$ cat src/cmac_pkg.sv
// Shared types and constants for the multichannel convolution MAC core.
// No dependencies; all modules import this package.
package cmac_pkg;

  // Command kinds; the encoding matches the mode field of an input item
  typedef enum logic [1:0] {
    CMD_FEAT    = 2'd0,
    CMD_WGT     = 2'd1,
    CMD_BIAS    = 2'd2,
    CMD_COMPUTE = 2'd3
  } cmd_kind_t;

  // Back-end sequencer states
  typedef enum logic {
    ST_IDLE,
    ST_RUN
  } state_t;

  // One classified command as it waits between front and back
  typedef struct packed {
    cmd_kind_t   kind;
    logic [4:0]  oc;
    logic [3:0]  ic;
    logic [1:0]  row;
    logic [1:0]  col;
    logic [7:0]  value;
  } cmd_t;

  // Results per compute are capped at this many output channels
  localparam int MAX_RESULTS = 32;

  // Command queue depth and its pointer and count widths
  localparam int Q_DEPTH = 4;
  localparam int Q_AW    = 2;
  localparam int Q_CW    = 3;

endpackage

$ cat src/cmac_queue.sv
// Short command queue between the front classifier and the back engine.
// Depends on cmac_pkg for cmd_t and the queue sizes.
module cmac_queue
  import cmac_pkg::*;
(
  input  logic clk,
  input  logic rst_n,
  input  logic push,
  input  cmd_t push_data,
  output logic full,
  input  logic pop,
  output logic not_empty,
  output cmd_t head
);

  cmd_t            slot_r [Q_DEPTH];
  logic [Q_AW-1:0] wr_ptr_r, wr_ptr_nxt;
  logic [Q_AW-1:0] rd_ptr_r, rd_ptr_nxt;
  logic [Q_CW-1:0] count_r, count_nxt;

  assign full      = (count_r == Q_CW'(Q_DEPTH));
  assign not_empty = (count_r != '0);
  assign head      = slot_r[rd_ptr_r];

  // Advance pointers and fill count
  always_comb begin
    wr_ptr_nxt = push ? wr_ptr_r + 1'b1 : wr_ptr_r;
    rd_ptr_nxt = pop  ? rd_ptr_r + 1'b1 : rd_ptr_r;
    count_nxt  = count_r;
    if (push && !pop) begin
      count_nxt = count_r + 1'b1;
    end else if (pop && !push) begin
      count_nxt = count_r - 1'b1;
    end
  end

  always_ff @(posedge clk) begin
    if (!rst_n) begin
      wr_ptr_r <= '0;
      rd_ptr_r <= '0;
      count_r  <= '0;
    end else begin
      wr_ptr_r <= wr_ptr_nxt;
      rd_ptr_r <= rd_ptr_nxt;
      count_r  <= count_nxt;
    end
  end

  // Store the pushed command
  always_ff @(posedge clk) begin
    if (push) begin
      slot_r[wr_ptr_r] <= push_data;
    end
  end

endmodule

$ cat config.mk
export PLATFORM = sky130hd
export DESIGN_NAME = cmac_queue
export DESIGN_NICKNAME = d
export VERILOG_FILES = /design/src/cmac_pkg.sv /design/src/cmac_queue.sv
export SDC_FILE = /design/constraint.sdc
export NUM_CORES = 1
export LEC_CHECK = 0
export ABC_AREA = 0
export BUFFER_PORTS_ARGS = -buffer_cell sky130_fd_sc_hd__buf_4
export CAP_MARGIN = 10
export CORE_MARGIN = 2
export CORE_UTILIZATION = 38
export CTS_BUF_LIST = sky130_fd_sc_hd__clkbuf_4 sky130_fd_sc_hd__clkbuf_8
export DETAILED_ROUTE_END_ITERATION = 8
export PLACE_DENSITY_LB_ADDON = 0.08
export RECOVER_POWER = 25
export SLEW_MARGIN = 20
export SYNTH_ARGS = -nofsm -noshare
export SYNTH_HDL_FRONTEND = slang
export SYNTH_SLANG_ARGS = --single-unit
$ cat constraint.sdc
create_clock -name clk -period 2.05 [get_ports clk]
set_input_delay 0 -clock clk [delete_from_list [all_inputs] [get_ports clk]]
set_output_delay 0 -clock clk [all_outputs]
set_load 0.02 [all_outputs]
After elaboration in Yosys (flattened, before gate mapping)
Memory sizes are Yosys's and may differ from the RTL's. A register that Yosys moved wholly into a read port is not among the register bits.
Index checks and enable logic that the tools add are counted.
Operators by class
  reductions and logical operators: 6
  equality and inequality tests: 1
  mux-type cells: 6
  add/subtract/negate cells: 4
Operator list (number)
  3-bit two-way mux: 2
  2-bit by 1-bit adder with 2-bit output (second input constant): 2
  2-bit two-way mux: 2
  3-bit by 1-bit adder with 3-bit output (second input constant): 1
  3-bit equality test (second input constant): 1
  3-bit nonzero test: 1
  3-bit by 1-bit subtractor with 3-bit output (second input constant): 1
  1-bit logical AND: 2
  1-bit zero test: 2
  1-bit two-way mux: 2
  2-bit nonzero test: 1
Storage, ports and cells
  bits in writable memories: 92
  logic and storage cells: 21
  input port bits: 27
  memories kept: 1
  output and inout bits: 25
  bits in registers: 7
Memories
  slot_r: depth 4, width 23, read ports 1, clocked after memory_dff 1, write ports 1, line cmac_queue.sv:16  | cmd_t slot_r [Q_DEPTH];

Longest topological paths before layout
Gate-level depths: netlist of run 1.
  depth after elaboration: 4
  gate-level depth with buffers: 7
  mapped depth without buffers: 7

Worst setup path after synthesis of run 1
No wires, ideal clock.
  path type: reg-to-reg
  start: register wr_ptr_r[0]
  end: memory slot_r[2][0] (netlist name) (enable)
  buffers on the path: 0
  data arrival time: 1129 ps
  slack: 540 ps
  cell stages (with the launch flop): 4
  period minus slack after synthesis: 1510 ps
  required time: 1668 ps
  library setup time: 382 ps
  cells stage by stage: dfxtp_1 > inv_1 > ha_1 > and2_1
RTL lines
  start: declaration: line cmac_queue.sv:17  | logic [Q_AW-1:0] wr_ptr_r, wr_ptr_nxt;
  start signal: assignment: line cmac_queue.sv:43  | wr_ptr_r <= wr_ptr_nxt;
  end: declaration: line cmac_queue.sv:16
No word-level cell before the write port.

==> flow_metrics.env, run 1 <==
export IMPL_status="complete, no violations"
export IMPL_setup_tns_final_ps=0
export IMPL_clkSlewWorstSetupHoldPaths_ps=90
export IMPL_ys_ff_latch=101
export IMPL_die_h_um=104
export IMPL_max_cap_violations=0
export IMPL_setup_violations=0
export IMPL_hold_path_class="in -> reg"
export IMPL_die_x_um=104
export IMPL_nNetsFinal=287
export IMPL_power_density_nw_per_um2=886
export IMPL_synthDominantCellAreaShare=0.727
export IMPL_clkLatencyLatePin_ps=350
export IMPL_max_freq_mhz=530
export IMPL_synth_fp_nets=196
export IMPL_via_per_inst=4.69
export IMPL_drt_total_wl_um=6610
export IMPL_post_cts_buffers=0
export IMPL_cts_resized=0
export IMPL_io_buffers=51
export IMPL_routabilityCongestion=0.645
export IMPL_max_slew_margin=0.770
export IMPL_postSynthCellCount=163
export IMPL_grt_overflow=0
export IMPL_fin_skew_ps=9.33
export IMPL_yosys_area_top_type="edfxtp_1"
export IMPL_drc=0
export IMPL_required_ps=2050
export IMPL_grt_util_all_layers=0.128
export IMPL_syn_area_sq_um=3800
export IMPL_n_antenna_cell=0
export IMPL_dieArea_sq_um=10800
export IMPL_crit_slowest_cell="dfxtp_2"
export IMPL_ys_top_cells_by_count="edfxtp_1 (92), mux4_2 (20), and2_1 (9), dfxtp_1 (9), ha_1 (5)"
export IMPL_grt_max_degree=24
export IMPL_whs_ps=401
export IMPL_ys_warn_count=0
export IMPL_rsz0062_at_grt="false"
export IMPL_hold_violations=0
export IMPL_ant_nets=0
export IMPL_cp_top_family="flip-flops"
export IMPL_num_io_pins=52
export IMPL_ys_flop_type="edfxtp_1"
export IMPL_htree_levels=3
export IMPL_wl_per_cell_um=16.9
export IMPL_drt_iter0_drc=54
export IMPL_ys_types=20
export IMPL_startpoint_type="flop"
export IMPL_core_sq_um=9730
export IMPL_critPathMostFrequentCell="buf_4"
export IMPL_tightest_slew_ps=346
export IMPL_min_period_ps=1890
export IMPL_cts_buffers=9
export IMPL_fillers=842
export IMPL_ys_seq_area_frac=0.774
export IMPL_start_util=0.391
export IMPL_place_ws_ps=485
export IMPL_cts_sinks=101
export IMPL_cp_end_kind="output pin"
export IMPL_drive_gt1_frac=0.301
export IMPL_grt_pass1_vias=2054
export IMPL_syn_to_final_growth_pct=26.0
export IMPL_tritoncts="built"
export IMPL_hpwl_um=4270
export IMPL_cts_buffer_depth=2
export IMPL_synth_edf_count=92
export IMPL_ir_drop_mv=0.382
export IMPL_async_flop_share=0
export IMPL_cp_arrival_ps=1890
export IMPL_rows=36
export IMPL_grt_pass1_wl_um=10500
export IMPL_critPathMaxStageDelay_ps=540
export IMPL_path_buf_inv=2
export IMPL_worstSetupPathType="reg -> out"
export IMPL_multi_input_area_sq_um=781
export IMPL_synth_most_common_cell="edfxtp_1"
export IMPL_final_max_slew_viol_count=0
export IMPL_avgSynthCellArea_sq_um=23.3
export IMPL_timing_final_crit_share=0.920
export IMPL_cp_max_fo=10
export IMPL_vias=1837
export IMPL_critical_path_cell_chain="buf_4 > mux4_2 > buf_4"
export IMPL_p_leak_uw=0.00163
export IMPL_cts_root_buffer="clkbuf_8"
export IMPL_antenna_found_initial=0
export IMPL_synth_area_leaders="edfxtp_1 (73%), mux4_2 (12%), dfxtp_1 (4.7%), mux4_1 (2.1%), ha_1 (1.6%)"
export IMPL_worst_slack_ps=163
export IMPL_postCtsHoldBufs=27
export IMPL_first_pass_iters=4
export IMPL_seqCellArea_sq_um=2940
-- cell type report --
type,count,share of cell area
tap,133,0.0347
inverter,4,0.00313
clock buffer,9,0.0259
clock inverter,7,0.0159
timing repair buffer,85,0.143
sequential,101,0.615
multi-input combinational,53,0.163
-- through the flow --
| stage | cell area, sq um | power, uW | util | instances |
|---|---|---|---|---|
| 2_1_floorplan | 3800 | 2800 | - | 163 |
| 3_3_place_gp | 4380 | 3030 | 0.450 | 349 |
| 3_5_place_dp | 4380 | 3050 | 0.450 | 349 |
| 4_1_cts | 4850 | 4310 | 0.498 | 392 |
| 5_1_grt | 4790 | 4410 | 0.492 | 392 |
| 6_report | 4790 | 4250 | 0.492 | 392 |
-- worst paths after layout --
check / start / endpoint / slack [ps] / cells past startpoint
worst max-delay path: flop / head[15] / 160 / 3
worst min-delay path: push_data[12] / slot_r[1][12] / 400 / 2
worst max register to register: wr_ptr_r[0] / slot_r[0][0] / 490 / 4
worst min register to register: count_r[2] / count_r[2] / 530 / 2
-- power by group --
group | switching (uW) | total (uW) | internal (uW)
clock network | 660 | 1230 | 569
registers | 45.4 | 2400 | 2360
logic | 305 | 614 | 309
total | 1010 | 4250 | 3230
-- per-layer routing --
metal,GRT usage,share of wire,vias up
met3,0.0276,0.033,9
li1,-,-,842
met2,0.234,0.54,34
met5,0,0,-
met4,0.0512,0.014,0
met1,0.145,0.41,952
-- registers in the layout (all words and copies together), names as in the netlist, named ones only --
register	count
count_r	3
rd_ptr_r	2
slot_r	92
wr_ptr_r	2
-- worst register-to-register path, stage by stage, from the launching register on --
cell	delay, ps
dfxtp_1	360
inv_1	100
ha_1	150
and2_1	260
buf_4	360
-- kinds of logic after synthesis --
family,Yosys count,share of synthesized area
compound gates,2,0.00329
xor+xnor,5,0.0115
fa+ha+maj,6,0.0217
buf+inv,9,0.0201
flops,101,0.774
mux,25,0.145
simple gates,15,0.0244
-- placed cells by master, fill, tap and decap left out, drive strengths merged --
master and count:
nor3b 1, xnor2 2, dlygate4sd3 27, o21ai 1, and2 9, clkinvlp 1
or3 2, fa 1, nand2 1, dfxtp 9, buf 42, nor2b 2
clkbuf 25, bufinv 1, edfxtp 92, clkinv 5, mux4 23, a21boi 1
inv 4, ha 5, mux2i 2, xor2 3
Note: power is estimated with default switching activity, not from simulation.
==> run 2: changes to the inputs <==
--- a/config.mk
+++ b/config.mk
@@ -13,7 +13,6 @@
 export CTS_BUF_LIST = sky130_fd_sc_hd__clkbuf_4 sky130_fd_sc_hd__clkbuf_8
 export DETAILED_ROUTE_END_ITERATION = 8
 export PLACE_DENSITY_LB_ADDON = 0.08
-export RECOVER_POWER = 25
 export SLEW_MARGIN = 20
 export SYNTH_ARGS = -nofsm -noshare
 export SYNTH_HDL_FRONTEND = slang
==> flow_metrics.env, run 2 (synthesized netlist as in run 1, its figures left out) <==
export IMPL_hold_violations=0
export IMPL_drive_gt1_frac=0.363
export IMPL_grt_overflow=0
export IMPL_drt_iter0_drc=63
export IMPL_top_register="slot_r"
export IMPL_place_ws_ps=485
export IMPL_die_x_um=104
export IMPL_worstSetupPathType="reg -> out"
export IMPL_ir_drop_mv=0.384
export IMPL_first_pass_iters=4
export IMPL_wl_per_cell_um=16.8
export IMPL_p_clk_frac=0.289
export IMPL_ant_nets=0
export IMPL_status="complete, no violations"
export IMPL_cp_max_fo=10
export IMPL_layout_commonest_cell="edfxtp_1"
export IMPL_largest_register_ff_count=92
export IMPL_core_sq_um=9730
export IMPL_cp_end_kind="output pin"
export IMPL_tightest_slew_ps=348
export IMPL_internal_power_uw=3250
export IMPL_n_antenna_cell=0
export IMPL_whs_ps=389
export IMPL_total_power_uw=4260
export IMPL_htree_levels=3
export IMPL_cts_root_buffer="clkbuf_8"
export IMPL_p_leak_uw=0.00169
export IMPL_grt_pass1_vias=2054
export IMPL_dieArea_sq_um=10800
export IMPL_clkLatencyLatePin_ps=350
export IMPL_cts_sinks=101
export IMPL_drt_total_wl_um=6600
export IMPL_sw_frac_of_total=0.238
export IMPL_top_regs="slot_r (92), count_r (3)"
export IMPL_max_slew_margin=0.768
export IMPL_max_cap_violations=0
export IMPL_cts_buffer_depth=2
export IMPL_cp_arrival_ps=1890
export IMPL_fin_skew_ps=9.07
export IMPL_rsz0062_at_grt="false"
export IMPL_start_util=0.391
export IMPL_final_core_util=0.498
export IMPL_final_cell_mix="edfxtp_1 (92), buf_4 (55), dlygate4sd3_1 (27)"
export IMPL_max_freq_mhz=530
export IMPL_hpwl_um=4270
export IMPL_setup_tns_final_ps=0
export IMPL_startpoint_type="flop"
export IMPL_clkSlewWorstSetupHoldPaths_ps=100
export IMPL_p_sw_uw=1010
export IMPL_rows=36
export IMPL_setup_violations=0
export IMPL_io_buffers=51
export IMPL_via_per_inst=4.70
export IMPL_tritoncts="built"
export IMPL_drc=0
export IMPL_die_h_um=104
export IMPL_vias=1842
export IMPL_timing_final_crit_share=0.920
export IMPL_routabilityCongestion=0.645
export IMPL_seqPwrFrac=0.564
export IMPL_min_period_ps=1890
export IMPL_cts_buffers=9
export IMPL_syn_to_final_growth_pct=27.6
export IMPL_required_ps=2050
export IMPL_combinationalPowerShare=0.147
export IMPL_num_io_pins=52
export IMPL_grt_max_degree=24
export IMPL_antenna_found_initial=0
export IMPL_final_max_slew_viol_count=0
export IMPL_worst_slack_ps=164
export IMPL_post_cts_buffers=0
export IMPL_grt_util_all_layers=0.128
export IMPL_grt_pass1_wl_um=10500
export IMPL_nNetsFinal=287
export IMPL_power_density_nw_per_um2=878
export IMPL_hold_path_class="in -> reg"
==> run 2: path summary, 6_finish.rpt <==
| path | startpoint | to | slack (ps) | cells after the start |
|---|---|---|---|---|
| hold / removal | push_data[21] | slot_r[3][21] | 390 | 2 |
| setup reg to reg | wr_ptr_r[0] | slot_r[0][0] | 500 | 4 |
| setup / recovery | flop | head[15] | 160 | 3 |
| hold reg to reg | count_r[2] | count_r[2] | 530 | 2 |
==> run 2: routing by layer <==
metal	vias up	wire (um)	global-route usage
met5	-	0	0
li1	842	-	-
met2	30	3600	0.234
met3	9	202	0.0276
met1	961	2700	0.145
met4	0	95	0.0512
==> run 2: what timing repair did <==
| action | in CTS | in global routing |
|---|---|---|
| resized for setup | 0 | 0 |
| hold endpoints to repair | 101 | 0 |
| hold buffers | 27 | 0 |
| setup endpoints to repair | 0 | 0 |
==> run 2: cell type report <==
cell class / instances / area, sq um
clock buffer: 9 / 124
clock inverter: 7 / 76.3
fill: 837 / 4880
inverter: 4 / 15.0
multi-input combinational: 53 / 781
sequential: 101 / 2940
tap: 133 / 166
timing repair buffer: 85 / 743
==> run 2: per-stage QoR <==
| step | cells | cell area [sq um] |
|---|---|---|
| final | 392 | 4850 |
| after global routing | 392 | 4850 |
| after CTS | 392 | 4850 |
| after detailed placement | 349 | 4380 |
| after global placement | 349 | 4380 |
| after floorplan | 163 | 3800 |
==> run 2: worst max-delay path: stages (launching register included) <==
cell	delay [ps]
dfxtp_2	540
buf_4	280
mux4_2	540
buf_4	180
==> run 2: power by group through the flow <==
stage | clock (uW) | combinational (uW) | sequential [uW]
floorplan | 0 | 367 | 2430
global placement | 0 | 582 | 2440
detailed placement | 0 | 598 | 2450
CTS | 1260 | 643 | 2410
global route | 1330 | 675 | 2420
finish | 1230 | 628 | 2400
==> run 3: changes to the inputs <==
--- a/config.mk
+++ b/config.mk
@@ -5,14 +5,12 @@
 export SDC_FILE = /design/constraint.sdc
 export NUM_CORES = 1
 export LEC_CHECK = 0
-export ABC_AREA = 0
 export BUFFER_PORTS_ARGS = -buffer_cell sky130_fd_sc_hd__buf_4
 export CAP_MARGIN = 10
 export CORE_MARGIN = 2
 export CORE_UTILIZATION = 38
 export CTS_BUF_LIST = sky130_fd_sc_hd__clkbuf_4 sky130_fd_sc_hd__clkbuf_8
 export DETAILED_ROUTE_END_ITERATION = 8
-export PLACE_DENSITY_LB_ADDON = 0.08
 export SLEW_MARGIN = 20
 export SYNTH_ARGS = -nofsm -noshare
 export SYNTH_HDL_FRONTEND = slang
==> constraint.sdc (replaced) <==
create_clock -name clk -period 2 [get_ports clk]
set_input_delay 0 -clock clk [delete_from_list [all_inputs] [get_ports clk]]
set_output_delay 0 -clock clk [all_outputs]
set_load 0.02 [all_outputs]
==> flow_metrics.env, run 3 (synthesized netlist as in run 1, its figures left out) <==
export IMPL_clkSlewWorstSetupHoldPaths_ps=90
export IMPL_first_pass_iters=4
export IMPL_max_freq_mhz=546
export IMPL_grt_overflow=0
export IMPL_timing_final_crit_share=0.916
export IMPL_setup_violations=0
export IMPL_cp_arrival_ps=1830
export IMPL_rows=36
export IMPL_layout_commonest_cell="edfxtp_1"
export IMPL_largest_register_ff_count=92
export IMPL_routabilityCongestion=0.643
export IMPL_via_per_inst=4.57
export IMPL_p_leak_uw=0.00168
export IMPL_ant_nets=0
export IMPL_drc=0
export IMPL_final_cell_area_sq_um=4800
export IMPL_cts_buffers=9
export IMPL_final_cell_mix="edfxtp_1 (92), buf_4 (55), dlygate4sd3_1 (26)"
export IMPL_io_buffers=51
export IMPL_regToRegStartpoint="wr_ptr_r[0]"
export IMPL_rsz0062_at_grt="false"
export IMPL_final_cells=390
export IMPL_grt_pass1_wl_um=10100
export IMPL_hold_path_class="in -> reg"
export IMPL_drt_total_wl_um=6170
export IMPL_rr_worst_depth=4
export IMPL_r2r_slack_ps=410
export IMPL_grt_max_degree=24
export IMPL_placed_cells=348
export IMPL_post_cts_buffers=0
export IMPL_die_x_um=104
export IMPL_syn_to_final_growth_pct=26.4
export IMPL_p_sw_uw=969
export IMPL_hold_path_startpoint="push_data[19]"
export IMPL_vias=1782
export IMPL_die_h_um=104
export IMPL_antenna_found_initial=0
export IMPL_core_sq_um=9730
export IMPL_sw_frac_of_total=0.226
export IMPL_cp_end_kind="output pin"
export IMPL_hpwl_um=3840
export IMPL_cts_sinks=101
export IMPL_top_register="slot_r"
export IMPL_tritoncts="built"
export IMPL_hold_violations=0
export IMPL_place_ws_ps=405
export IMPL_drive_gt1_frac=0.362
export IMPL_combinationalPowerShare=0.148
export IMPL_worst_slack_ps=169
export IMPL_htree_levels=3
export IMPL_whs_path_depth=2
export IMPL_max_slew_margin=0.744
export IMPL_grt_pass1_vias=1895
export IMPL_drt_iter0_drc=52
export IMPL_power_density_nw_per_um2=893
export IMPL_place_area_sq_um=4360
export IMPL_cts_buffer_depth=2
export IMPL_clkLatencyLatePin_ps=350
export IMPL_status="complete, no violations"
export IMPL_required_ps=2000
export IMPL_top_regs="slot_r (92), count_r (3)"
export IMPL_ir_drop_mv=0.419
export IMPL_startpoint_type="flop"
export IMPL_final_core_util=0.494
export IMPL_start_util=0.391
export IMPL_worstSetupPathType="reg -> out"
export IMPL_seqPwrFrac=0.574
export IMPL_rr_endpoint="slot_r[0][12]"
export IMPL_setup_tns_final_ps=0
export IMPL_n_antenna_cell=0
export IMPL_min_period_ps=1830
export IMPL_max_cap_violations=0
export IMPL_cp_max_fo=15
export IMPL_tightest_slew_ps=385
export IMPL_cts_root_buffer="clkbuf_8"
export IMPL_num_io_pins=52
export IMPL_p_clk_frac=0.278
export IMPL_final_max_slew_viol_count=0
export IMPL_grt_util_all_layers=0.124
export IMPL_wl_per_cell_um=15.8
export IMPL_dieArea_sq_um=10800
export IMPL_min_to="slot_r[1][19]"
export IMPL_fillers=814
export IMPL_nNetsFinal=285
export IMPL_internal_power_uw=3320
export IMPL_fin_skew_ps=8.21
-- run 3: cell types whose count changed in the layout (fill, tap and decap cells not counted) --
cell / delta
buf_12: -1
clkbuf_4: +1
dlygate4sd3_1: -1
clkinv_2: +4
clkinv_4: -4
clkinvlp_4: -1
-- run 3: stage by stage --
stage | total power [uW] | hold slack, ps
3_3_place_gp | 3110 | 203
4_1_cts | 4360 | 367
2_1_floorplan | 2870 | 98.9
5_1_grt | 4480 | 375
3_5_place_dp | 3120 | 203
6_report | 4290 | 385
-- run 3: worst max-delay path: stages (launching register included) --
cell and delay (ps):
dfxtp_2 540, buf_12 230, mux4_2 520, buf_4 170
-- run 3: how the worst max path moves through the flow --
stage	cells after the start	slack [ps]	start	to
after floorplan	3	490	wr_ptr_r[0]	slot_r[2][0]
after global placement	4	450	wr_ptr_r[0]	slot_r[0][7]
after detailed placement	4	410	wr_ptr_r[0]	slot_r[0][7]
after CTS	3	110	flop	head[2]
after global routing	3	60	flop	head[2]
final	3	170	flop	head[2]
-- run 3: repair_timing --
item	CTS	global route
resized for setup	0	0
hold buffers	26	0
endpoints found under the hold margin	101	0
-- run 3: cell type report --
type / count / area [sq um] / area share
Sequential cell: 101 / 2940 / 0.613
Multi-Input combinational cell: 53 / 781 / 0.162
Timing Repair Buffer: 83 / 713 / 0.148
Tap cell: 133 / 166 / 0.0346
Clock buffer: 10 / 131 / 0.0273
Clock inverter: 6 / 53.8 / 0.0112
Inverter: 4 / 15.0 / 0.00312
-- run 3: power by group through the flow --
| stage | clock, uW | sequential (uW) | combinational (uW) |
|---|---|---|---|
| final | 1190 | 2460 | 637 |
| after global routing | 1320 | 2470 | 691 |
| after CTS | 1240 | 2460 | 654 |
| after detailed placement | 0 | 2510 | 611 |
| after global placement | 0 | 2510 | 603 |
| after floorplan | 0 | 2490 | 376 |
-- run 3: metal layers --
metal | track usage | up-vias | routed length, um
li1 | - | 836 | -
met5 | 0 | - | 0
met1 | 0.150 | 897 | 2630
met4 | 0.0463 | 0 | 68
met3 | 0.0407 | 7 | 216
met2 | 0.207 | 42 | 3250
